<file path="config.mk">
export PLATFORM = sky130hd
export DESIGN_NAME = gthc_prep
export DESIGN_NICKNAME = d
export VERILOG_FILES = /design/src/rtl/gthc_pkg.sv /design/src/rtl/gthc_prep.sv
export SDC_FILE = /design/constraint.sdc
export NUM_CORES = 1
export LEC_CHECK = 0
export ABC_AREA = 1
export BUFFER_PORTS_ARGS = -buffer_cell sky130_fd_sc_hd__clkbuf_2
export CAP_MARGIN = 25
export CORE_MARGIN = 4
export CORE_UTILIZATION = 40
export CTS_BUF_LIST = sky130_fd_sc_hd__clkbuf_4
export DETAILED_ROUTE_END_ITERATION = 6
export GPL_TIMING_DRIVEN = 0
export HOLD_SLACK_MARGIN = 0.12
export SLEW_MARGIN = 25
export SYNTH_ARGS = -nofsm -noshare
export SYNTH_HDL_FRONTEND = slang
export SYNTH_SLANG_ARGS = --single-unit
</file>
<file path="constraint.sdc">
create_clock -name clk -period 5.25 [get_ports clk]
set_clock_uncertainty 0.2 [all_clocks]
set_input_delay 1.05 -clock clk [delete_from_list [all_inputs] [get_ports clk]]
set_output_delay 1.05 -clock clk [all_outputs]
set_load 0.02 [all_outputs]
</file>
<file path="src/rtl/gthc_pkg.sv">
`timescale 1ns / 1ps
// ----------------------------------------------------------------------------
// gthc_pkg
// Shared types, codes and constants of the go-to-pose heading controller.
// ----------------------------------------------------------------------------
package gthc_pkg;

    localparam int XY_W       = 36;
    localparam int ADDR_W     = 5;
    localparam int ATAN_DEPTH = 24;

    // reciprocal of five for magnitudes below 2^18
    localparam logic [16:0] DIV5_RECIP = 17'd52429;
    localparam int          DIV5_SHIFT = 18;

    localparam logic [31:0] RST_GOAL_X         = 32'd0;
    localparam logic [31:0] RST_GOAL_Y         = 32'd0;
    localparam logic [15:0] RST_GOAL_HEADING   = 16'd0;
    localparam logic [14:0] RST_ALIGN_TOL      = 15'd104;
    localparam logic [14:0] RST_FINAL_TOL      = 15'd52;
    localparam logic [15:0] RST_DIST_TOL       = 16'd655;
    localparam logic [31:0] RST_DIST_TOL_SQ    = 32'd429025;
    localparam logic [15:0] RST_FORWARD_SPEED  = 16'd6554;

    typedef enum logic [1:0] {
        OP_START  = 2'd0,
        OP_TICK   = 2'd1,
        OP_CANCEL = 2'd2,
        OP_HOLD   = 2'd3
    } op_t;

    typedef enum logic [1:0] {
        PHASE_IDLE     = 2'd0,
        PHASE_APPROACH = 2'd1,
        PHASE_FINAL    = 2'd2
    } phase_t;

    typedef enum logic [2:0] {
        REG_GOAL_X        = 3'd0,
        REG_GOAL_Y        = 3'd1,
        REG_GOAL_HEADING  = 3'd2,
        REG_ALIGN_TOL     = 3'd3,
        REG_FINAL_TOL     = 3'd4,
        REG_DIST_TOL      = 3'd5,
        REG_FORWARD_SPEED = 3'd6
    } reg_idx_t;

    typedef struct packed {
        logic signed [31:0] goal_x;
        logic signed [31:0] goal_y;
        logic [15:0]        goal_heading;
        logic [14:0]        align_tol;
        logic [14:0]        final_tol;
        logic [15:0]        dist_tol;
        logic [31:0]        dist_tol_sq;
        logic [15:0]        forward_speed;
    } cfg_t;

    typedef struct packed {
        op_t                  op;
        logic [15:0]          yaw;
        logic                 zero;
        logic                 near_lt;
        logic                 near;
        logic [31:0]          sq_x;
        logic [31:0]          sq_y;
        logic [32:0]          adx;
        logic [32:0]          ady;
        logic signed [XY_W-1:0] x;
        logic signed [XY_W-1:0] y;
        logic [31:0]          z;
    } cstage_t;

    // atan(2^-i) in units of 2^32 per turn
    function automatic logic [31:0] atan_entry(input logic [4:0] idx);
        logic [31:0] val;
        case (idx)
            5'd0:    val = 32'h20000000;
            5'd1:    val = 32'h12E4051E;
            5'd2:    val = 32'h09FB385B;
            5'd3:    val = 32'h051111D4;
            5'd4:    val = 32'h028B0D43;
            5'd5:    val = 32'h0145D7E1;
            5'd6:    val = 32'h00A2F61E;
            5'd7:    val = 32'h00517C55;
            5'd8:    val = 32'h0028BE53;
            5'd9:    val = 32'h00145F2F;
            5'd10:   val = 32'h000A2F98;
            5'd11:   val = 32'h000517CC;
            5'd12:   val = 32'h00028BE6;
            5'd13:   val = 32'h000145F3;
            5'd14:   val = 32'h0000A2FA;
            5'd15:   val = 32'h0000517D;
            5'd16:   val = 32'h000028BE;
            5'd17:   val = 32'h0000145F;
            5'd18:   val = 32'h00000A30;
            5'd19:   val = 32'h00000518;
            5'd20:   val = 32'h0000028C;
            5'd21:   val = 32'h00000146;
            5'd22:   val = 32'h000000A3;
            5'd23:   val = 32'h00000051;
            default: val = 32'h00000000;
        endcase
        return val;
    endfunction

endpackage

</file>
<file path="src/rtl/gthc_prep.sv">
`timescale 1ns / 1ps
// ----------------------------------------------------------------------------
// gthc_prep
// Input register, goal offset and vectoring start values with magnitudes.
// ----------------------------------------------------------------------------
module gthc_prep
    import gthc_pkg::*;
(
    input  logic               clk,
    input  logic [2:0]         load,
    input  cfg_t               cfg,
    input  logic [1:0]         operation,
    input  logic signed [31:0] pose_x,
    input  logic signed [31:0] pose_y,
    input  logic [15:0]        pose_yaw,
    output cstage_t            first
);

    op_t         op_reg;
    logic [31:0] px_reg;
    logic [31:0] py_reg;
    logic [15:0] yaw_reg;

    op_t         p1_op_reg;
    logic [15:0] p1_yaw_reg;
    logic [32:0] dx_reg;
    logic [32:0] dy_reg;
    logic        p1_zero_reg;
    logic [32:0] dx_next;
    logic [32:0] dy_next;
    logic        zero_next;

    cstage_t     p2_reg;
    cstage_t     p2_next;
    logic signed [XY_W-1:0] dx_ext;
    logic signed [XY_W-1:0] dy_ext;

    // input register
    always_ff @(posedge clk)
    begin
        if (load[0])
        begin
            op_reg  <= op_t'(operation);
            px_reg  <= pose_x;
            py_reg  <= pose_y;
            yaw_reg <= pose_yaw;
        end
    end

    // offset to goal
    assign dx_next   = {cfg.goal_x[31], cfg.goal_x} - {px_reg[31], px_reg};
    assign dy_next   = {cfg.goal_y[31], cfg.goal_y} - {py_reg[31], py_reg};
    assign zero_next = (cfg.goal_x == px_reg) && (cfg.goal_y == py_reg);

    always_ff @(posedge clk)
    begin
        if (load[1])
        begin
            p1_op_reg   <= op_reg;
            p1_yaw_reg  <= yaw_reg;
            dx_reg      <= dx_next;
            dy_reg      <= dy_next;
            p1_zero_reg <= zero_next;
        end
    end

    // fold into the right half plane
    assign dx_ext = {{(XY_W-33){dx_reg[32]}}, dx_reg};
    assign dy_ext = {{(XY_W-33){dy_reg[32]}}, dy_reg};

    always_comb
    begin
        p2_next         = '0;
        p2_next.op      = p1_op_reg;
        p2_next.yaw     = p1_yaw_reg;
        p2_next.zero    = p1_zero_reg;
        p2_next.adx     = dx_reg[32] ? (33'd0 - dx_reg) : dx_reg;
        p2_next.ady     = dy_reg[32] ? (33'd0 - dy_reg) : dy_reg;
        if (dx_reg[32])
        begin
            p2_next.x = -dx_ext;
            p2_next.y = -dy_ext;
            p2_next.z = 32'h80000000;
        end
        else
        begin
            p2_next.x = dx_ext;
            p2_next.y = dy_ext;
            p2_next.z = 32'h00000000;
        end
    end

    always_ff @(posedge clk)
    begin
        if (load[2])
        begin
            p2_reg <= p2_next;
        end
    end

    assign first = p2_reg;

endmodule

</file>
==> impl_metrics.toml <==
[outcome]
status = "complete, no violations"

[placed_design]
dpl.hpwl_um = 38770
placed_cell_area_um2 = 20240
portBuffers = 307
gp_congestion = 0.8992
dp.cells = 3097

[min_path]
hp-class = "flip-flop to flip-flop"
whs_path_depth = 0

[critical_path]
end_kind = "primary output"
cp_num_buf_inv = 2
worstPathArrival_ns = 1.56
required_ns = 4.00
path_class = "flip-flop to primary output"
r2r_cells = 12
cp_top_family = "flip-flops"
max_stage_delay_ns = 0.48
path_cells = "buf_4, clkbuf_2"
worst-path-stages = 2
crit_slowest_cell = "edfxtp_1"
worstSetupStartpointType = "flip-flop"
crit_fanout = 2

[cts]
cts_setup_buffers = 0
path_clk_slew_ns = 0.07
cts_root_buf = "clkbuf_4"
cts_resized = 0
cts_tree = "built"
htreeDepth = 3
cts_buffer_depth = 3
clock_latency_ns = 0.80
postCtsHoldBufs = 0
clkSinkCount = 291
numCtsBuffers = 77

[synth]
synth.avg_cell_area_um2 = 8.335
synth_area_um2 = 17540
yosysWarningCount = 0
synth_xor_area_share_pct = 3.587
yosys.area_share.adder_pct = 4.935
synth_cell_types = 40
synth_simple_gate_area_share_pct = 24.30
synth_top_family_by_area = "simple AND/OR/NAND/NOR gates"
synth.yosys.seq_area_share_pct = 49.81
synth_mux_area_share_pct = 0
synth-compound-area-share_pct = 3.152
syn-instance-count = 2105
ys_seq_elements = 291

[floorplan]
die-area_um2 = 47280
die_h_um = 217.4
ios = 515
core_um2 = 43170
initial_utilization_pct = 40.64
die_w_um = 217.4
rows = 76

[sta]
final_max_slew_viol_count = 0
setup_tns_ns = 0
fin_crit_sh_pct = 53.61
worst_pin_slew_ns = 0.6880
final.min_clock_period_ns = 2.814
max_freq_mhz = 355.3
rsz0062_at_grt = "no"
timing.final.hold_violations = 0
setup_violations = 0
slew_headroom_pct = 54.13

[grt]
antenna_found_initial = 3
grt_pass1_wl_um = 73320
grt_pass1_vias = 13900
grt_max_degree = 96
grt.overflow.total = 0
grtUsageTotal_pct = 19.78

[final_layout]
drive_gt1_share_pct = 21.98
multi_input_area_um2 = 6688
fin_cells = 3225
nFillCells = 4307
area_delta_synth_final_pct = 20.76
final_core_util_pct = 49.08
largest_register_ffs = 124
fin_nets = 2919
seq_area_um2 = 8738
final_cell_area_um2 = 21190

[route]
drt_iter0_drc = 765
route.detailed.drc = 0
wl_per_cell_um = 14.57
viasPerCell = 4.433
vias = 14298
routed_wl_um = 46980
detail-route-antenna-nets = 0
firstDrtPassIters = 6

[pwr]
p_leak_nw = 11.12
ir_worst_vdd_mv = 0.2626
p_per_area_nw_per_um2 = 327.1

[run]
cap_violations = 0
==> worst reg2reg max path, stage by stage (launching register included) <==
cell	delay [ns]
edfxtp_1	0.37
ha_1	0.25
fa_1	0.43
inv_1	0.12
nand2_1	0.06
nand2_1	0.08
nand3_1	0.08
nand2_1	0.16
nand2_1	0.07
nand2_1	0.17
nand2_1	0.09
nand3_1	0.07
nand2_1	0.11
==> Yosys cell counts <==
master / count / area [um2]
o21ai_1: 9 / 45.04
nor2_8: 1 / 20.02
nor3b_1: 3 / 22.52
and2_1: 6 / 37.54
nand3_4: 1 / 17.52
a21oi_1: 43 / 215.2
or2_1: 1 / 6.260
fa_1: 2 / 40.04
buf_4: 131 / 983.4
o21ai_0: 44 / 220.2
xor2_1: 59 / 516.8
nor2_1: 154 / 578.1
clkinv_1: 1 / 3.750
nand2_1: 704 / 2643
o211ai_1: 1 / 7.510
xnor2_1: 11 / 96.34
ha_1: 66 / 825.8
nor2_4: 6 / 67.56
edfxtp_1: 291 / 8738
o31ai_1: 2 / 15.01
nand3b_1: 2 / 15.01
inv_1: 380 / 1426
a31oi_1: 2 / 12.51
nand3_2: 2 / 20.02
inv_2: 2 / 7.510
nand4_1: 19 / 118.9
conb_1: 1 / 3.750
nand2_2: 2 / 12.51
clkbuf_1: 11 / 41.29
a21o_1: 2 / 15.01
nand2_4: 2 / 22.52
buf_2: 4 / 20.02
or2_2: 2 / 12.51
o21bai_1: 3 / 22.52
nor2_2: 7 / 43.79
nor3_1: 11 / 55.05
buf_1: 2 / 7.510
xor2_2: 1 / 16.27
nor4_1: 1 / 6.260
nand3_1: 113 / 565.5
==> cell type report <==
cell class	count	area share (%)
diodes	1	0.01181
plain buffers	148	4.967
clock buffers	103	3.650
clock inverters	24	0.8150
inverters	383	6.786
multi-input cells	1382	31.57
flip-flops and latches	291	41.24
well taps	585	3.455
repair buffers	308	7.506
==> kinds of logic after synthesis <==
| group | count (synthesis) |
|---|---|
| AOI/OAI and AO/OA | 106 |
| other | 1 |
| buffers and inverters | 531 |
| and+or+nand+nor | 1037 |
| xor gates and xnor gates | 71 |
| adders and majority gates | 68 |
| DFF | 291 |
==> through the flow <==
stage	worst slack (ns)	power [mW]	hold WS (ns)
floorplan	2.444	4.353	0.2003
global placement	1.233	5.016	0.2010
detailed placement	1.912	5.035	0.2045
CTS	2.274	7.047	0.1303
global route	2.322	7.413	0.1599
finish	2.436	6.929	0.2033
==> metal layers <==
layer | track usage (%) | vias up | wire, um
met5 | 0 | - | 21
met4 | 6.678 | 4 | 907
met3 | 5.448 | 66 | 3969
met2 | 30.55 | 471 | 20500
met1 | 27.02 | 6328 | 21580
li1 | - | 7429 | -
==> cells in the final DEF (no fill, tap or decap), types with 9 or more instances in the layout <==
cell      instances
ha_1             66
clkbuf_4        103
buf_4           131
o21ai_0          44
clkinv_1         17
clkbuf_2        304
nand4_1          19
o21ai_1           9
clkbuf_1         11
xnor2_1          11
nor2_1          154
a21oi_1          43
conb_1          100
edfxtp_1        291
inv_1           380
nand3_1         113
nand2_1         704
nor3_1           11
xor2_1           59
==> report_power, final <==
part	internal, mW	switching [mW]
Combinational	0.621	1.24
Clock	1.05	0.900
Sequential	2.94	0.178
Total	4.61	2.32
==> worst paths after layout <==
kind	to	startpoint	slack, ns
max reg2reg	dx_reg[32]	px_reg[0]	2.74
max	first[163]	first[163]	2.44
min reg2reg	first[247]	p1_yaw_reg[10]	0.20
min	first[247]	p1_yaw_reg[10]	0.20
(Power assumes the default switching activity.)
