$ cat src/rtl/gthc_pkg.sv
`timescale 1ns / 1ps
// ----------------------------------------------------------------------------
// gthc_pkg
// Shared types, codes and constants of the go-to-pose heading controller.
// ----------------------------------------------------------------------------
package gthc_pkg;

    localparam int XY_W       = 36;
    localparam int ADDR_W     = 5;
    localparam int ATAN_DEPTH = 24;

    // reciprocal of five for magnitudes below 2^18
    localparam logic [16:0] DIV5_RECIP = 17'd52429;
    localparam int          DIV5_SHIFT = 18;

    localparam logic [31:0] RST_GOAL_X         = 32'd0;
    localparam logic [31:0] RST_GOAL_Y         = 32'd0;
    localparam logic [15:0] RST_GOAL_HEADING   = 16'd0;
    localparam logic [14:0] RST_ALIGN_TOL      = 15'd104;
    localparam logic [14:0] RST_FINAL_TOL      = 15'd52;
    localparam logic [15:0] RST_DIST_TOL       = 16'd655;
    localparam logic [31:0] RST_DIST_TOL_SQ    = 32'd429025;
    localparam logic [15:0] RST_FORWARD_SPEED  = 16'd6554;

    typedef enum logic [1:0] {
        OP_START  = 2'd0,
        OP_TICK   = 2'd1,
        OP_CANCEL = 2'd2,
        OP_HOLD   = 2'd3
    } op_t;

    typedef enum logic [1:0] {
        PHASE_IDLE     = 2'd0,
        PHASE_APPROACH = 2'd1,
        PHASE_FINAL    = 2'd2
    } phase_t;

    typedef enum logic [2:0] {
        REG_GOAL_X        = 3'd0,
        REG_GOAL_Y        = 3'd1,
        REG_GOAL_HEADING  = 3'd2,
        REG_ALIGN_TOL     = 3'd3,
        REG_FINAL_TOL     = 3'd4,
        REG_DIST_TOL      = 3'd5,
        REG_FORWARD_SPEED = 3'd6
    } reg_idx_t;

    typedef struct packed {
        logic signed [31:0] goal_x;
        logic signed [31:0] goal_y;
        logic [15:0]        goal_heading;
        logic [14:0]        align_tol;
        logic [14:0]        final_tol;
        logic [15:0]        dist_tol;
        logic [31:0]        dist_tol_sq;
        logic [15:0]        forward_speed;
    } cfg_t;

    typedef struct packed {
        op_t                  op;
        logic [15:0]          yaw;
        logic                 zero;
        logic                 near_lt;
        logic                 near;
        logic [31:0]          sq_x;
        logic [31:0]          sq_y;
        logic [32:0]          adx;
        logic [32:0]          ady;
        logic signed [XY_W-1:0] x;
        logic signed [XY_W-1:0] y;
        logic [31:0]          z;
    } cstage_t;

    // atan(2^-i) in units of 2^32 per turn
    function automatic logic [31:0] atan_entry(input logic [4:0] idx);
        logic [31:0] val;
        case (idx)
            5'd0:    val = 32'h20000000;
            5'd1:    val = 32'h12E4051E;
            5'd2:    val = 32'h09FB385B;
            5'd3:    val = 32'h051111D4;
            5'd4:    val = 32'h028B0D43;
            5'd5:    val = 32'h0145D7E1;
            5'd6:    val = 32'h00A2F61E;
            5'd7:    val = 32'h00517C55;
            5'd8:    val = 32'h0028BE53;
            5'd9:    val = 32'h00145F2F;
            5'd10:   val = 32'h000A2F98;
            5'd11:   val = 32'h000517CC;
            5'd12:   val = 32'h00028BE6;
            5'd13:   val = 32'h000145F3;
            5'd14:   val = 32'h0000A2FA;
            5'd15:   val = 32'h0000517D;
            5'd16:   val = 32'h000028BE;
            5'd17:   val = 32'h0000145F;
            5'd18:   val = 32'h00000A30;
            5'd19:   val = 32'h00000518;
            5'd20:   val = 32'h0000028C;
            5'd21:   val = 32'h00000146;
            5'd22:   val = 32'h000000A3;
            5'd23:   val = 32'h00000051;
            default: val = 32'h00000000;
        endcase
        return val;
    endfunction

endpackage

$ cat src/rtl/gthc_cfg.sv
`timescale 1ns / 1ps
// ----------------------------------------------------------------------------
// gthc_cfg
// APB register file holding the goal, tolerances and forward speed.
// ----------------------------------------------------------------------------
module gthc_cfg
    import gthc_pkg::*;
(
    input  logic              clk,
    input  logic              rst_n,
    input  logic              psel,
    input  logic              penable,
    input  logic              pwrite,
    input  logic [ADDR_W-1:0] paddr,
    input  logic [31:0]       pwdata,
    output logic [31:0]       prdata,
    output logic              pready,
    output cfg_t              cfg
);

    logic [31:0] goal_x_reg;
    logic [31:0] goal_y_reg;
    logic [15:0] goal_heading_reg;
    logic [14:0] align_tol_reg;
    logic [14:0] final_tol_reg;
    logic [15:0] dist_tol_reg;
    logic [31:0] dist_tol_sq_reg;
    logic [15:0] forward_speed_reg;
    logic [31:0] dist_tol_sq_next;
    logic        wr_en;
    reg_idx_t    idx;

    assign pready = 1'b1;
    assign wr_en  = psel && penable && pwrite;
    assign idx    = reg_idx_t'(paddr[ADDR_W-1:2]);

    assign dist_tol_sq_next = 32'(dist_tol_reg) * 32'(dist_tol_reg);

    always_ff @(posedge clk or negedge rst_n)
    begin
        if (!rst_n)
        begin
            goal_x_reg        <= RST_GOAL_X;
            goal_y_reg        <= RST_GOAL_Y;
            goal_heading_reg  <= RST_GOAL_HEADING;
            align_tol_reg     <= RST_ALIGN_TOL;
            final_tol_reg     <= RST_FINAL_TOL;
            dist_tol_reg      <= RST_DIST_TOL;
            dist_tol_sq_reg   <= RST_DIST_TOL_SQ;
            forward_speed_reg <= RST_FORWARD_SPEED;
        end
        else
        begin
            dist_tol_sq_reg <= dist_tol_sq_next;
            if (wr_en)
            begin
                case (idx)
                    REG_GOAL_X:        goal_x_reg        <= pwdata;
                    REG_GOAL_Y:        goal_y_reg        <= pwdata;
                    REG_GOAL_HEADING:  goal_heading_reg  <= pwdata[15:0];
                    REG_ALIGN_TOL:     align_tol_reg     <= pwdata[14:0];
                    REG_FINAL_TOL:     final_tol_reg     <= pwdata[14:0];
                    REG_DIST_TOL:      dist_tol_reg      <= pwdata[15:0];
                    REG_FORWARD_SPEED: forward_speed_reg <= pwdata[15:0];
                    default:           ;
                endcase
            end
        end
    end

    always_comb
    begin
        case (idx)
            REG_GOAL_X:        prdata = goal_x_reg;
            REG_GOAL_Y:        prdata = goal_y_reg;
            REG_GOAL_HEADING:  prdata = {16'd0, goal_heading_reg};
            REG_ALIGN_TOL:     prdata = {17'd0, align_tol_reg};
            REG_FINAL_TOL:     prdata = {17'd0, final_tol_reg};
            REG_DIST_TOL:      prdata = {16'd0, dist_tol_reg};
            REG_FORWARD_SPEED: prdata = {16'd0, forward_speed_reg};
            default:           prdata = 32'd0;
        endcase
    end

    always_comb
    begin
        cfg.goal_x        = goal_x_reg;
        cfg.goal_y        = goal_y_reg;
        cfg.goal_heading  = goal_heading_reg;
        cfg.align_tol     = align_tol_reg;
        cfg.final_tol     = final_tol_reg;
        cfg.dist_tol      = dist_tol_reg;
        cfg.dist_tol_sq   = dist_tol_sq_reg;
        cfg.forward_speed = forward_speed_reg;
    end

endmodule

$ cat config.mk
export PLATFORM = sky130hd
export DESIGN_NAME = gthc_cfg
export DESIGN_NICKNAME = d
export VERILOG_FILES = /design/src/rtl/gthc_pkg.sv /design/src/rtl/gthc_cfg.sv
export SDC_FILE = /design/constraint.sdc
export NUM_CORES = 1
export LEC_CHECK = 0
export ABC_AREA = 1
export BUFFER_PORTS_ARGS = -buffer_cell sky130_fd_sc_hd__buf_2
export CAP_MARGIN = 15
export CORE_MARGIN = 2
export CORE_UTILIZATION = 49
export DETAILED_ROUTE_END_ITERATION = 7
export HOLD_SLACK_MARGIN = 0.05
export PLACE_DENSITY = 0.83
export RECOVER_POWER = 100
export SETUP_SLACK_MARGIN = 0.1
export SKIP_LAST_GASP = 1
export SLEW_MARGIN = 15
export SYNTH_ARGS = -nofsm -noshare
export SYNTH_HDL_FRONTEND = slang
export SYNTH_SLANG_ARGS = --single-unit
$ cat constraint.sdc
create_clock -name clk -period 6.4 [get_ports clk]
set_input_delay 0.64 -clock clk [delete_from_list [all_inputs] [get_ports clk]]
set_output_delay 0.64 -clock clk [all_outputs]
set_load 0.1 [all_outputs]
==> impl_results.md <==
* Fin area at about 17000 sq um
* Area grow syn2layout at 11.65%
* Max_cap viols at 7
* GRT overflow at 0
* EDFF count, synth at 0
* Flops & latches, synth at 173
* Setup violators final at 0
* Initial DRC Count at around 790
* Routed len/inst at roughly 17 um
* Bufs on Longest Clock Path at 2
* F_max at about 170 MHz
* R2r worst-path depth at 18
* Worst r2r src: dist_tol_reg[1]
* Worst Path Arrival at 6.10 ns
* Post-DRT Antenna Nets at 0
* Largest net degree at the start of global routing at 76
* CTS resizes at 0
* All-Layer GR Usage at 27.17%
* Mapped cell area at ~15000 sq um
* Data required, critical path at 6.71 ns
* Failing checks: max-capacitance violations, max-slew violations
* GP Congestion at 0.9647
* Net count after synthesis at 2162
* Hold Path End: goal_x_reg[24]
* Slew HR at -168.4%
* First-pass DRT Iterations at 7
* H-Tree Depth at 4
* Vias in the first global route at roughly 13000
* Clk sinks at between 150 and 200
* Register area share after synthesis at 29.00%
* Port Buf Inserts at roughly 240
* Cell at the root of the clock tree: clkbuf_16
* Final Core Density at 55.23%
* Via density at 5.151
* Clock Latency Late Sink at ~0.44 ns
* Via count at 12730
* Crit Path Class: flop to flop
* Worst Hold Launch: pwdata[24]
* Post-CTS Setup Bufs at 0
* Flop2flop setup slack at a little over 0.6 ns
* Status: finished, violations left
* Worst Max-Slew Pin Slew at approximately 4 ns
* Final period utilization at roughly 90%
* DP Area at approximately 17000 sq um
* Max-slew violation count at 356
* Mean Syn Cell Area at about 8.1 sq um
* Ys flop type: dfrtp_1
* First-pass GRT wire length at 67.77 mm
* Worst hold path type: input port to flop
* Layout Cells excl Fill at ~2500
* CP Max Fanout at 18
* RSZ-0062 raised after global routing: false
* Die height at 179.3 um
* # DRC at 0
* Cell total after placement at around 2400
* Worst Hold Path Cells at 3
* Die width at roughly 180 um
* Die ar. at 32140 sq um
* CTS tree: done
* Core ar. at slightly above 30000 sq um
* Fraction of layout cells with a size suffix above 1 at 5.553%
* Cells after Synth at around 1900
* Clock-pin slew on the worst setup and hold paths at 0.08 ns
* Initial antenna violation count at 4
* Fin Setup TNS at 0 ns
* Netlist cell types at 39
* Crit path time final at 5.789 ns
* Clock Skews at 0.01280 ns
* Startpoint Class: flop
* Initial core utilization at about half
* Worst reg2reg path endpoint: dist_tol_sq_reg[26]
* I/O pin cnt at between 200 and 250
* Asr flop ratio synth at 100.0%
* Num CTS Buffers at 17
* WL final at 41.81 mm
* Ys Warns at 0
* Post-DP HPWL at about 32 mm
* Cts hold-fix bufs at 0
* Final hold violation count at 0
* Standard-cell rows at 64
* Worst setup EP type: flop
* Final nets at approximately 2400
==> worst max-delay path, cell delays in order, from the launching register on <==
cell and delay (ns):
dfstp_1 0.99, nand2_1 0.15, fa_1 0.54, fa_1 0.60
inv_1 0.07, fa_1 0.51, fa_1 0.50, fa_1 0.53
inv_1 0.06, fa_1 0.50, inv_1 0.05, ha_1 0.37
nand2_1 0.11, nor2_1 0.24, nand2_1 0.08, nor2_1 0.09
nand2_1 0.08, nand4_1 0.10, nand2_1 0.09
==> cell families (layout without fill, tap and decap cells) <==
kind of cell               Yosys count  count (layout)  share of synthesized area (%)
DFF                                173             173                          29.00
buffers and inverters              533             748                          13.74
and+or+nand+nor                    620             620                          16.28
adders and majority gates          264             264                          30.02
xor gates and xnor gates            27              27                          1.571
muxes                               16              16                          1.372
AOI/OAI and AO/OA                  221             221                          7.955
other                                2               6                        0.04989
==> area by class of cell <==
cell class              count  area (sq um)
fillers                  2817         13620
diodes                      4         10.01
multi-input cells        1150          8569
well taps                 396         495.5
clock inverters            15         190.2
inverters                 463          1738
flip-flops and latches    173          4365
clock buffers              17         425.4
repair buffers            253          1012
==> worst max path at each step <==
| stage | from | end | slack, ns |
|---|---|---|---|
| global route | dist_tol_reg[1] | dist_tol_sq_reg[30] | 0.21 |
| floorplan | dist_tol_reg[11] | dist_tol_sq_reg[31] | 0.55 |
| global placement | dist_tol_reg[6] | dist_tol_sq_reg[31] | 0.81 |
| detailed placement | dist_tol_reg[6] | dist_tol_sq_reg[31] | 0.72 |
| finish | dist_tol_reg[1] | dist_tol_sq_reg[26] | 0.61 |
| CTS | dist_tol_reg[6] | dist_tol_sq_reg[28] | 0.68 |
==> cells in the mapped netlist, types with 7 or more instances <==
| cell type | count | area share [%] |
|---|---|---|
| ha_1 | 102 | 8.5 |
| dfrtp_1 | 144 | 24 |
| nand2_1 | 493 | 12 |
| o21ai_0 | 100 | 3.3 |
| xor2_1 | 22 | 1.3 |
| a21oi_1 | 43 | 1.4 |
| mux2_1 | 9 | 0.67 |
| nor2_1 | 61 | 1.5 |
| fa_1 | 162 | 22 |
| inv_2 | 9 | 0.22 |
| dfstp_2 | 29 | 5.1 |
| clkbuf_1 | 36 | 0.90 |
| buf_2 | 26 | 0.86 |
| nand3_1 | 45 | 1.5 |
| o21ai_1 | 42 | 1.4 |
| o22ai_1 | 16 | 0.67 |
| inv_1 | 454 | 11 |
| mux2_4 | 7 | 0.70 |
| nand4_1 | 7 | 0.29 |
==> layer usage <==
| layer | GRT usage, % | routed length [um] | vias up |
|---|---|---|---|
| met4 | 7.796 | 1170 | 0 |
| met3 | 7.824 | 4166 | 99 |
| li1 | - | - | 5928 |
| met5 | 0 | 0 | - |
| met2 | 45.90 | 20130 | 571 |
| met1 | 33.90 | 16340 | 6131 |
==> cell usage in the layout, fill, tap and decap left out, drive strengths merged <==
cell,Yosys,routed
nand2,496,496
inv,463,471
clkbuf,37,229
fa,162,162
dfrtp,144,144
o21ai,142,142
ha,102,102
nor2,65,65
nand3,48,48
a21oi,43,43
buf,33,41
dfstp,29,29
xor2,22,22
o22ai,16,16
mux2,16,16
nand4,7,7
clkinv,0,6
xnor2,5,5
o2111ai,5,5
diode,0,4
o2bb2ai,4,4
o21bai,3,3
or2,3,3
o211ai,2,2
a22oi,2,2
conb,2,2
a31o,1,1
nor3,1,1
a21o,1,1
a211o,1,1
a221oi,1,1
clkinvlp,0,1
==> metrics by stage <==
step / setup slack [ns] / hold WS, ns
after CTS: 0.6810 / 0.2227
final: 0.6110 / 0.4080
after global placement: 0.8098 / 0.4773
after detailed placement: 0.7211 / 0.4899
after floorplan: 0.5473 / 0.3444
after global routing: 0.2146 / 0.4120
Power is not shown: default switching activity piles up to over one toggle a cycle in this logic, so the estimate is an artifact.
