[src/rtl/gthc_pkg.sv]
`timescale 1ns / 1ps
// ----------------------------------------------------------------------------
// gthc_pkg
// Shared types, codes and constants of the go-to-pose heading controller.
// ----------------------------------------------------------------------------
package gthc_pkg;

    localparam int XY_W       = 36;
    localparam int ADDR_W     = 5;
    localparam int ATAN_DEPTH = 24;

    // reciprocal of five for magnitudes below 2^18
    localparam logic [16:0] DIV5_RECIP = 17'd52429;
    localparam int          DIV5_SHIFT = 18;

    localparam logic [31:0] RST_GOAL_X         = 32'd0;
    localparam logic [31:0] RST_GOAL_Y         = 32'd0;
    localparam logic [15:0] RST_GOAL_HEADING   = 16'd0;
    localparam logic [14:0] RST_ALIGN_TOL      = 15'd104;
    localparam logic [14:0] RST_FINAL_TOL      = 15'd52;
    localparam logic [15:0] RST_DIST_TOL       = 16'd655;
    localparam logic [31:0] RST_DIST_TOL_SQ    = 32'd429025;
    localparam logic [15:0] RST_FORWARD_SPEED  = 16'd6554;

    typedef enum logic [1:0] {
        OP_START  = 2'd0,
        OP_TICK   = 2'd1,
        OP_CANCEL = 2'd2,
        OP_HOLD   = 2'd3
    } op_t;

    typedef enum logic [1:0] {
        PHASE_IDLE     = 2'd0,
        PHASE_APPROACH = 2'd1,
        PHASE_FINAL    = 2'd2
    } phase_t;

    typedef enum logic [2:0] {
        REG_GOAL_X        = 3'd0,
        REG_GOAL_Y        = 3'd1,
        REG_GOAL_HEADING  = 3'd2,
        REG_ALIGN_TOL     = 3'd3,
        REG_FINAL_TOL     = 3'd4,
        REG_DIST_TOL      = 3'd5,
        REG_FORWARD_SPEED = 3'd6
    } reg_idx_t;

    typedef struct packed {
        logic signed [31:0] goal_x;
        logic signed [31:0] goal_y;
        logic [15:0]        goal_heading;
        logic [14:0]        align_tol;
        logic [14:0]        final_tol;
        logic [15:0]        dist_tol;
        logic [31:0]        dist_tol_sq;
        logic [15:0]        forward_speed;
    } cfg_t;

    typedef struct packed {
        op_t                  op;
        logic [15:0]          yaw;
        logic                 zero;
        logic                 near_lt;
        logic                 near;
        logic [31:0]          sq_x;
        logic [31:0]          sq_y;
        logic [32:0]          adx;
        logic [32:0]          ady;
        logic signed [XY_W-1:0] x;
        logic signed [XY_W-1:0] y;
        logic [31:0]          z;
    } cstage_t;

    // atan(2^-i) in units of 2^32 per turn
    function automatic logic [31:0] atan_entry(input logic [4:0] idx);
        logic [31:0] val;
        case (idx)
            5'd0:    val = 32'h20000000;
            5'd1:    val = 32'h12E4051E;
            5'd2:    val = 32'h09FB385B;
            5'd3:    val = 32'h051111D4;
            5'd4:    val = 32'h028B0D43;
            5'd5:    val = 32'h0145D7E1;
            5'd6:    val = 32'h00A2F61E;
            5'd7:    val = 32'h00517C55;
            5'd8:    val = 32'h0028BE53;
            5'd9:    val = 32'h00145F2F;
            5'd10:   val = 32'h000A2F98;
            5'd11:   val = 32'h000517CC;
            5'd12:   val = 32'h00028BE6;
            5'd13:   val = 32'h000145F3;
            5'd14:   val = 32'h0000A2FA;
            5'd15:   val = 32'h0000517D;
            5'd16:   val = 32'h000028BE;
            5'd17:   val = 32'h0000145F;
            5'd18:   val = 32'h00000A30;
            5'd19:   val = 32'h00000518;
            5'd20:   val = 32'h0000028C;
            5'd21:   val = 32'h00000146;
            5'd22:   val = 32'h000000A3;
            5'd23:   val = 32'h00000051;
            default: val = 32'h00000000;
        endcase
        return val;
    endfunction

endpackage

[src/rtl/gthc_ctrl.sv]
`timescale 1ns / 1ps
// ----------------------------------------------------------------------------
// gthc_ctrl
// Bearing rounding, heading errors and gains, goal state flags and the
// result register.
// ----------------------------------------------------------------------------
module gthc_ctrl
    import gthc_pkg::*;
#(
    parameter int ANGLE_WIDTH = 16
)
(
    input  logic               clk,
    input  logic               rst_n,
    input  logic [2:0]         load,
    input  logic               take,
    input  cfg_t               cfg,
    input  cstage_t            last,
    output logic [15:0]        linear_speed,
    output logic signed [15:0] angular_rate,
    output logic [1:0]         phase,
    output logic               goal_done,
    output logic               goal_canceled
);

    localparam int AW = ANGLE_WIDTH;

    // bearing rounding
    logic [32:0]   zsum;
    logic [AW-1:0] za;
    logic [15:0]   bearing;
    logic [15:0]   ferr_w;

    assign zsum = {1'b0, last.z} + (33'd1 << (31 - AW));
    assign za   = zsum[31 -: AW];

    if (AW > 16)
    begin : g_wide
        logic [AW:0] rsum;
        assign rsum    = {1'b0, za} + ({{AW{1'b0}}, 1'b1} << (AW - 17));
        assign bearing = rsum[AW-16 +: 16];
    end
    else if (AW < 16)
    begin : g_narrow
        assign bearing = {za, {(16-AW){1'b0}}};
    end
    else
    begin : g_equal
        assign bearing = za;
    end

    assign ferr_w = cfg.goal_heading - last.yaw;

    op_t         r_op_reg;
    logic        r_near_reg;
    logic [15:0] r_bearing_reg;
    logic [15:0] r_yaw_reg;
    logic        r_ferr_neg_reg;
    logic [16:0] r_aferr_reg;

    always_ff @(posedge clk)
    begin
        if (load[0])
        begin
            r_op_reg       <= last.op;
            r_near_reg     <= last.near;
            r_bearing_reg  <= last.zero ? 16'd0 : bearing;
            r_yaw_reg      <= last.yaw;
            r_ferr_neg_reg <= ferr_w[15];
            r_aferr_reg    <= ferr_w[15] ? (17'h10000 - {1'b0, ferr_w}) : {1'b0, ferr_w};
        end
    end

    // bearing error, half gain and two-fifths gain
    logic [15:0] err_w;
    logic [16:0] aerr_w;
    logic [16:0] hsum;
    logic [34:0] prod;
    logic [15:0] q16;

    assign err_w  = r_bearing_reg - r_yaw_reg;
    assign aerr_w = err_w[15] ? (17'h10000 - {1'b0, err_w}) : {1'b0, err_w};
    assign hsum   = {err_w[15], err_w} + {16'd0, err_w[15]};
    assign prod   = 35'({r_aferr_reg, 1'b0}) * 35'(DIV5_RECIP);
    assign q16    = prod[DIV5_SHIFT +: 16];

    op_t         e_op_reg;
    logic        e_near_reg;
    logic        e_align_hit_reg;
    logic        e_final_hit_reg;
    logic [15:0] e_half_reg;
    logic [15:0] e_fang_reg;

    always_ff @(posedge clk)
    begin
        if (load[1])
        begin
            e_op_reg        <= r_op_reg;
            e_near_reg      <= r_near_reg;
            e_align_hit_reg <= aerr_w < {2'd0, cfg.align_tol};
            e_final_hit_reg <= r_aferr_reg < {2'd0, cfg.final_tol};
            e_half_reg      <= hsum[16:1];
            e_fang_reg      <= r_ferr_neg_reg ? (16'd0 - q16) : q16;
        end
    end

    // goal state
    logic   active_reg;
    logic   drive_latched_reg;
    logic   final_turn_reg;
    logic   speed_on_reg;
    logic   active_next;
    logic   drive_latched_next;
    logic   final_turn_next;
    logic   speed_on_next;

    logic [15:0] lin_next;
    logic [15:0] ang_next;
    phase_t      phase_next;
    logic        done_next;
    logic        canceled_next;

    logic [15:0] lin_reg;
    logic [15:0] ang_reg;
    phase_t      phase_reg;
    logic        done_reg;
    logic        canceled_reg;

    always_comb
    begin
        active_next        = active_reg;
        drive_latched_next = drive_latched_reg;
        final_turn_next    = final_turn_reg;
        speed_on_next      = speed_on_reg;
        lin_next           = 16'd0;
        ang_next           = 16'd0;
        phase_next         = PHASE_IDLE;
        done_next          = 1'b0;
        canceled_next      = 1'b0;
        case (e_op_reg)
            OP_START:
            begin
                active_next        = 1'b1;
                drive_latched_next = 1'b0;
                final_turn_next    = 1'b0;
                speed_on_next      = 1'b0;
                phase_next         = PHASE_APPROACH;
            end
            OP_TICK:
            begin
                if (active_reg)
                begin
                    drive_latched_next = drive_latched_reg | e_align_hit_reg;
                    ang_next           = e_align_hit_reg ? 16'd0 : e_half_reg;
                    speed_on_next      = speed_on_reg | drive_latched_next;
                    if (e_near_reg)
                    begin
                        drive_latched_next = 1'b0;
                        final_turn_next    = 1'b1;
                        speed_on_next      = 1'b0;
                    end
                    phase_next = PHASE_APPROACH;
                    if (final_turn_next)
                    begin
                        phase_next = PHASE_FINAL;
                        if (e_final_hit_reg)
                        begin
                            active_next        = 1'b0;
                            drive_latched_next = 1'b0;
                            final_turn_next    = 1'b0;
                            speed_on_next      = 1'b0;
                            ang_next           = 16'd0;
                            phase_next         = PHASE_IDLE;
                            done_next          = 1'b1;
                        end
                        else
                        begin
                            ang_next = e_fang_reg;
                        end
                    end
                    lin_next = speed_on_next ? cfg.forward_speed : 16'd0;
                end
            end
            OP_CANCEL:
            begin
                canceled_next      = active_reg;
                active_next        = 1'b0;
                drive_latched_next = 1'b0;
                final_turn_next    = 1'b0;
                speed_on_next      = 1'b0;
            end
            OP_HOLD:
            begin
                if (active_reg)
                begin
                    phase_next = final_turn_reg ? PHASE_FINAL : PHASE_APPROACH;
                end
            end
            default:
            begin
                phase_next = PHASE_IDLE;
            end
        endcase
    end

    always_ff @(posedge clk or negedge rst_n)
    begin
        if (!rst_n)
        begin
            active_reg        <= 1'b0;
            drive_latched_reg <= 1'b0;
            final_turn_reg    <= 1'b0;
            speed_on_reg      <= 1'b0;
        end
        else if (take)
        begin
            active_reg        <= active_next;
            drive_latched_reg <= drive_latched_next;
            final_turn_reg    <= final_turn_next;
            speed_on_reg      <= speed_on_next;
        end
    end

    always_ff @(posedge clk)
    begin
        if (load[2])
        begin
            lin_reg      <= lin_next;
            ang_reg      <= ang_next;
            phase_reg    <= phase_next;
            done_reg     <= done_next;
            canceled_reg <= canceled_next;
        end
    end

    assign linear_speed  = lin_reg;
    assign angular_rate  = ang_reg;
    assign phase         = phase_reg;
    assign goal_done     = done_reg;
    assign goal_canceled = canceled_reg;

endmodule

[config.mk]
export PLATFORM = sky130hd
export DESIGN_NAME = gthc_ctrl
export DESIGN_NICKNAME = d
export VERILOG_FILES = /design/src/rtl/gthc_pkg.sv /design/src/rtl/gthc_ctrl.sv
export SDC_FILE = /design/constraint.sdc
export NUM_CORES = 1
export LEC_CHECK = 0
export ABC_CLOCK_PERIOD_IN_PS = 19600
export BUFFER_PORTS_ARGS = -buffer_cell sky130_fd_sc_hd__clkbuf_2
export CAP_MARGIN = 20
export CORE_MARGIN = 4
export CORE_UTILIZATION = 31
export CTS_CLUSTER_SIZE = 10
export DETAILED_ROUTE_END_ITERATION = 16
export PLACE_DENSITY = 0.58
export SLEW_MARGIN = 30
export SYNTH_ARGS = -nofsm -noshare
export SYNTH_HDL_FRONTEND = slang
export SYNTH_SLANG_ARGS = --single-unit
[constraint.sdc]
create_clock -name clk -period 19.6 [get_ports clk]
set_clock_uncertainty 0.1 [all_clocks]
set_input_delay 2.94 -clock clk [delete_from_list [all_inputs] [get_ports clk]]
set_output_delay 2.94 -clock clk [all_outputs]
set_load 0.02 [all_outputs]
==> results.sh, run 1 <==
export IMPL_r2r_start="r_aferr_reg[3]"
export IMPL_postSynth_asyncResetShare=0.03077
export IMPL_cts_resized_gates=0
export IMPL_postSynthAreaPerCell_um2=10.00
export IMPL_synth_edff_count=126
export IMPL_port_buffers=140
export IMPL_cts_tree="done"
export IMPL_routed_wl_mm=31.18
export IMPL_finalSetupViolations=0
export IMPL_crit_path_start="r_aferr_reg[3]"
export IMPL_path_class="flip-flop to flip-flop"
export IMPL_clk_path_buf_depth=2
export IMPL_ys_seq_elements=130
export IMPL_drt_drc_violations_left=0
export IMPL_cts_hold_buffers=0
export IMPL_die_height_um=215.4
export IMPL_n_antenna_cell=0
export IMPL_worstPathArrival_ns=7.52
export IMPL_post_place_ws_ns=12.20
export IMPL_nets=2198
export IMPL_gp_congestion=0.8859
export IMPL_largest_reg_flops=17
export IMPL_ant_nets=0
export IMPL_clk_latency_ns=0.43
export IMPL_rows=75
export IMPL_grt_max_degree=54
export IMPL_yosys_warnings=0
export IMPL_ys_flop_type="edfxtp_1"
export IMPL_timing_hold_ws_ns=0.3262
export IMPL_cp_start_kind="flip-flop"
export IMPL_period_share=0.3808
export IMPL_outcome="completed"
export IMPL_reg2reg_to="e_fang_reg[12]"
export IMPL_grt_use_total=0.1360
export IMPL_reg2reg_slack_ns=12.14
export IMPL_hold_violations=0
export IMPL_ys_top_cells_by_count="inv_1 (258), ha_1 (199), edfxtp_1 (126), fa_1 (89), nor2_1 (72)"
export IMPL_vias=9659
export IMPL_root_buffer="clkbuf_16"
export IMPL_die_w_um=215.4
export IMPL_period_minus_slack_ns=7.463
export IMPL_syn_to_final_growth_pct=13.98
export IMPL_maxSlewViolCount=0
export IMPL_vias_per_cell=4.765
export IMPL_overflow=0
export IMPL_hold_path_class="flip-flop to flip-flop"
export IMPL_first_pass_iters=5
export IMPL_fin_ws_ns=12.14
export IMPL_synth_top_area_cell="edfxtp_1"
export IMPL_synthDistinctLibCells=77
export IMPL_rsz0062_at_grt="no"
export IMPL_yosysMostFrequentCell="inv_1"
export IMPL_pin_count=471
export IMPL_grt_pass1_vias=9820
export IMPL_critPathRequiredTime_ns=19.66
export IMPL_drive_gt1_frac=0.1384
export IMPL_placed_cell_area_um2=14640
export IMPL_fmax_ghz=0.1340
export IMPL_yosysSeqAreaShare=0.2913
export IMPL_netlist_area_um2=13330
export IMPL_core_region_area_um2=42230
export IMPL_tightest_slew_ns=0.9533
export IMPL_antenna_found_initial=1
export IMPL_maxCapViolCount=0
export IMPL_dp_hpwl_mm=26.14
export IMPL_clock_sinks=130
export IMPL_syn_instance_count=1333
export IMPL_initial_core_util=0.3158
export IMPL_critPathMaxFanout=11
export IMPL_crit_end="e_fang_reg[12]"
export IMPL_end_kind="flip-flop"
export IMPL_hold_path_startpoint="r_op_reg[1]"
export IMPL_drt_initial_drc_count=493
export IMPL_wl_per_cell_um=15.38
export IMPL_finalInstanceArea_um2=15200
export IMPL_ff2ff_path_depth=19
export IMPL_postCtsSetupBuffers=0
export IMPL_path_clk_slew_ns=0.07
export IMPL_fin_setup_tns_ns=0
export IMPL_syn_num_nets=2056
export IMPL_timing_slew_headroom=0.3564
export IMPL_h_tree_depth=4
export IMPL_synth_top_area_share=0.2838
export IMPL_cts_buffers=17
export IMPL_grt_first_pass_wirelength_mm=51.09
export IMPL_dieArea_um2=46400
export IMPL_synth_area_leaders="edfxtp_1 (28%), ha_1 (19%), fa_1 (13%)"
-- area by class of cell --
cell class / instances / area [µm²]
Timing Repair Buffer: 143 / 723.2
Inverter: 259 / 972.2
Clock inverter: 13 / 127.6
Tap cell: 539 / 674.4
Multi-Input combinational cell: 924 / 8384
Clock buffer: 19 / 432.9
Sequential cell: 130 / 3884
Fill cell: 4313 / 27030
-- routing by layer --
| metal | GRT usage | share of wire | vias up |
|---|---|---|---|
| li1 | - | - | 4859 |
| met1 | 0.1869 | 0.48 | 4570 |
| met2 | 0.2228 | 0.46 | 195 |
| met3 | 0.02672 | 0.040 | 33 |
| met4 | 0.03135 | 0.016 | 2 |
| met5 | 0 | 0.00064 | - |
-- through the flow --
step	cells	utilization
floorplan	1333	-
global placement	1995	0.3465
detailed placement	1995	0.3466
CTS	2027	0.3599
global route	2027	0.3599
finish	2027	0.3599
-- how the worst min path moves through the flow --
stage	endpoint	slack, ns	cells after the start
after floorplan	e_near_reg	0.30	0
after global placement	e_op_reg[0]	0.31	0
after detailed placement	e_near_reg	0.32	0
after CTS	e_near_reg	0.32	0
after global routing	e_near_reg	0.33	0
final	e_op_reg[1]	0.33	0
-- cells in the final DEF, fill, tap and decap left out, types with 4 or more instances in the layout --
| cell type | synthesis | routed |
|---|---|---|
| a211oi_1 | 9 | 8 |
| a21o_1 | 13 | 13 |
| a21oi_1 | 44 | 44 |
| a22o_1 | 18 | 18 |
| a31o_2 | 4 | 4 |
| a31oi_1 | 8 | 8 |
| a41oi_1 | 4 | 4 |
| and2_1 | 17 | 17 |
| and3_1 | 14 | 14 |
| clkbuf_16 | 0 | 17 |
| clkbuf_2 | 0 | 140 |
| dfrtp_1 | 4 | 4 |
| edfxtp_1 | 126 | 126 |
| fa_1 | 89 | 89 |
| ha_1 | 199 | 199 |
| inv_1 | 258 | 258 |
| inv_6 | 0 | 4 |
| nand2_1 | 60 | 60 |
| nand2b_1 | 16 | 16 |
| nand3_1 | 28 | 28 |
| nand4_1 | 12 | 12 |
| nor2_1 | 72 | 72 |
| nor2b_1 | 9 | 9 |
| nor3_1 | 25 | 24 |
| nor4_1 | 9 | 8 |
| o211ai_1 | 8 | 8 |
| o21a_1 | 19 | 19 |
| o21ai_0 | 45 | 45 |
| o21bai_1 | 5 | 5 |
| o22ai_1 | 4 | 4 |
| o31ai_1 | 6 | 6 |
| or2_2 | 7 | 7 |
| or3_1 | 7 | 7 |
| or4_1 | 4 | 4 |
| xnor2_1 | 64 | 64 |
| xor2_1 | 50 | 50 |
-- critical path: stages, from the launching register on --
cell and delay [ns]:
edfxtp_1 0.54, ha_1 0.44, inv_1 0.09, fa_1 0.52, fa_1 0.53, fa_1 0.53
fa_1 0.52, fa_1 0.60, inv_1 0.06, ha_1 0.44, a21oi_1 0.28, o211ai_1 0.14
a21oi_1 0.20, o2bb2ai_1 0.18, o41ai_1 0.79, inv_1 0.23, a31oi_1 0.24, o311ai_0 0.18
or3b_1 0.42, xnor2_1 0.16
-- logic make-up (layout without fill, tap and decap cells) --
kind of cell / Yosys count / count (layout) / share of synthesized area
flops: 130 / 130 / 0.2913
compound gates: 223 / 223 / 0.1169
simple gates: 296 / 296 / 0.1131
mux: 2 / 2 / 0.001595
xor+xnor: 114 / 114 / 0.07488
buf+inv: 279 / 434 / 0.08164
fa+ha+maj: 288 / 288 / 0.3204
other cells: 1 / 1 / 0.0002812
Power of run 1 is not shown: default switching activity piles up to over one toggle a cycle in this logic, so the estimate is an artifact.
==> inputs of run 2 (changes only) <==
Settings changed: ABC_AREA from default to 1, ABC_CLOCK_PERIOD_IN_PS 19600 to 6200, PLACE_DENSITY 0.58 to 0.59.
Clock period 19.6 ns to 6.2 ns, I/O delays scaled along.
==> run 2 against run 1 <==
  * Global-route usage grew 0.79 points
  * Sequential cell count did not move
  * Final cell count grew 29%
  * Synthesized cell count rose by 36%
  * Via count grew 22%
  * Critical path depth is 6 higher
  * Critical path type unchanged
==> results.sh, run 2 <==
export IMPL_outcome="completed"
export IMPL_drt_drc_violations_left=0
export IMPL_mostFrequentLayoutCells="inv_1 (435), nand2_1 (361), ha_1 (187)"
export IMPL_syn_instance_count=1807
export IMPL_synth_edff_count=126
export IMPL_core_region_area_um2=46460
export IMPL_dpl_cell_count=2574
export IMPL_postSynth_asyncResetShare=0.03077
export IMPL_syn_to_final_growth_pct=18.05
export IMPL_grt_first_pass_wirelength_mm=58.82
export IMPL_wl_per_cell_um=13.73
export IMPL_hold_path_class="input pin to async pin"
export IMPL_h_tree_depth=4
export IMPL_n_antenna_cell=0
export IMPL_synth_top_area_share=0.2602
export IMPL_vias_per_cell=4.488
export IMPL_period_share=0.9498
export IMPL_maxCapViolCount=0
export IMPL_hold_violations=0
export IMPL_nFillCells=4816
export IMPL_maxSlewViolCount=0
export IMPL_gp_congestion=0.9128
export IMPL_finalSetupViolations=0
export IMPL_netlist_area_um2=14540
export IMPL_timing_hold_ws_ns=0.2111
export IMPL_critPathMaxFanout=4
export IMPL_path_common_cell="inv_1"
export IMPL_clk_path_buf_depth=2
export IMPL_clk_latency_ns=0.42
export IMPL_largest_reg_flops=17
export IMPL_yosysMostFrequentCell="inv_1"
export IMPL_ys_top_cells_by_count="inv_1 (436), nand2_1 (370), ha_1 (199), nor2_1 (152), edfxtp_1 (126)"
export IMPL_timing_slew_headroom=0.4010
export IMPL_overflow=0
export IMPL_routed_wl_mm=36.04
export IMPL_ys_flop_type="edfxtp_1"
export IMPL_antenna_found_initial=0
export IMPL_ys_seq_elements=130
export IMPL_grt_use_total=0.1438
export IMPL_syn_num_nets=2530
export IMPL_tightest_slew_ns=0.8985
export IMPL_ant_nets=0
export IMPL_cp_start_kind="flip-flop"
export IMPL_drive_gt1_frac=0.1582
export IMPL_worstPathArrival_ns=5.96
export IMPL_synthDistinctLibCells=50
export IMPL_period_minus_slack_ns=5.889
export IMPL_nets=2727
export IMPL_postSynthAreaPerCell_um2=8.047
export IMPL_grt_pass1_vias=11800
export IMPL_fmax_ghz=0.1698
export IMPL_clock_sinks=130
export IMPL_cp_slowest_cell="fa_1"
export IMPL_layout_commonest_cell="inv_1"
export IMPL_root_buffer="clkbuf_16"
export IMPL_fin_ws_ns=0.3114
export IMPL_yosysSeqAreaShare=0.2671
export IMPL_cts_tree="done"
export IMPL_path_clk_slew_ns=0.06
export IMPL_vias=11780
export IMPL_pin_count=471
export IMPL_path_class="flip-flop to flip-flop"
export IMPL_port_buffers=140
export IMPL_dp_hpwl_mm=31.09
export IMPL_yosys_warnings=0
export IMPL_end_kind="flip-flop"
export IMPL_cpPeakStageDelay_ns=0.55
export IMPL_grt_max_degree=54
export IMPL_post_place_ws_ns=0.07762
export IMPL_critPathRequiredTime_ns=6.27
export IMPL_dieArea_um2=50430
export IMPL_drt_initial_drc_count=541
export IMPL_fin_cells=2624
export IMPL_synth_top_area_cell="edfxtp_1"
export IMPL_initial_core_util=0.3130
export IMPL_first_pass_iters=5
export IMPL_synth_area_leaders="edfxtp_1 (26%), ha_1 (17%), fa_1 (12%)"
export IMPL_rows=79
export IMPL_die_height_um=224.6
export IMPL_cts_buffers=17
export IMPL_die_w_um=224.6
[run 2: changes by cell type after synthesis, sizes merged, moves of 16 or more]
cell,previous run,this run
nand2,60,383
nand3,28,88
o21a,19,3
a32oi,0,16
xnor2,64,9
nand2b,17,1
inv,259,449
a21oi,47,75
a22o,18,0
nor2,72,160
[run 2: metal layers]
layer  vias to the layer above  share of wire  track usage
met3                        33          0.033      0.02010
met5                         -              0            0
met4                         0          0.015      0.03123
met2                       185           0.48       0.2487
li1                       6100              -            -
met1                      5458           0.47       0.1930
[run 2: area by class of cell]
type	count	area [µm²]	area share
inverter	453	1700	0.09907
clock inverter	15	220.2	0.01283
timing repair buffer	187	1054	0.06138
clock buffer	17	425.4	0.02478
tap	607	759.5	0.04425
sequential	130	3884	0.2263
multi-input combinational	1215	9121	0.5314
[run 2: worst max-delay path: cells and delay by family (launching register included)]
family | cells | cell delay [ns]
xor+xnor | 1 | 0.16
fa+ha+maj | 7 | 3.39
buf+inv | 7 | 0.44
flops | 1 | 0.43
simple gates | 10 | 1.13
[run 2: timing repair]
item	4_1_cts	5_1_grt
hold buffers	0	0
buffers inserted	0	18
endpoints found under the setup margin	0	13
gates resized for setup	0	54
[run 2: worst paths after layout]
path / slack, ns / end / startpoint / cells after the start
worst min register to register: 0.32 / e_near_reg / r_near_reg / 0
worst max register to register: 0.31 / e_fang_reg[6] / r_aferr_reg[5] / 25
max in group asynchronous: 5.65 / drive_latched_reg / rst_n / 1
worst min-delay path: 0.21 / final_turn_reg / rst_n / 1
min in group clk: 0.32 / e_near_reg / r_near_reg / 0
worst max-delay path: 0.31 / e_fang_reg[6] / r_aferr_reg[5] / 25
[run 2: cell families after synthesis]
group / Yosys count / synth area share
other: 1 / 0.0002579
flip-flops: 130 / 0.2671
AND/OR/NAND/NOR: 693 / 0.2037
XOR/XNOR: 69 / 0.04750
buffers and inverters: 462 / 0.1203
AO/OA/AOI/OAI: 164 / 0.06738
adder cells (fa/ha/maj): 288 / 0.2938
[run 2: stage by stage]
stage | utilization | area (µm²) | setup TNS [ns]
2_1_floorplan | - | 14540 | 0
3_3_place_gp | 0.3480 | 16170 | 0
3_5_place_dp | 0.3480 | 16170 | 0
4_1_cts | 0.3619 | 16810 | 0
5_1_grt | 0.3695 | 17160 | -0.05942
6_report | 0.3695 | 17160 | 0
Power of run 2 is left out for the same reason.
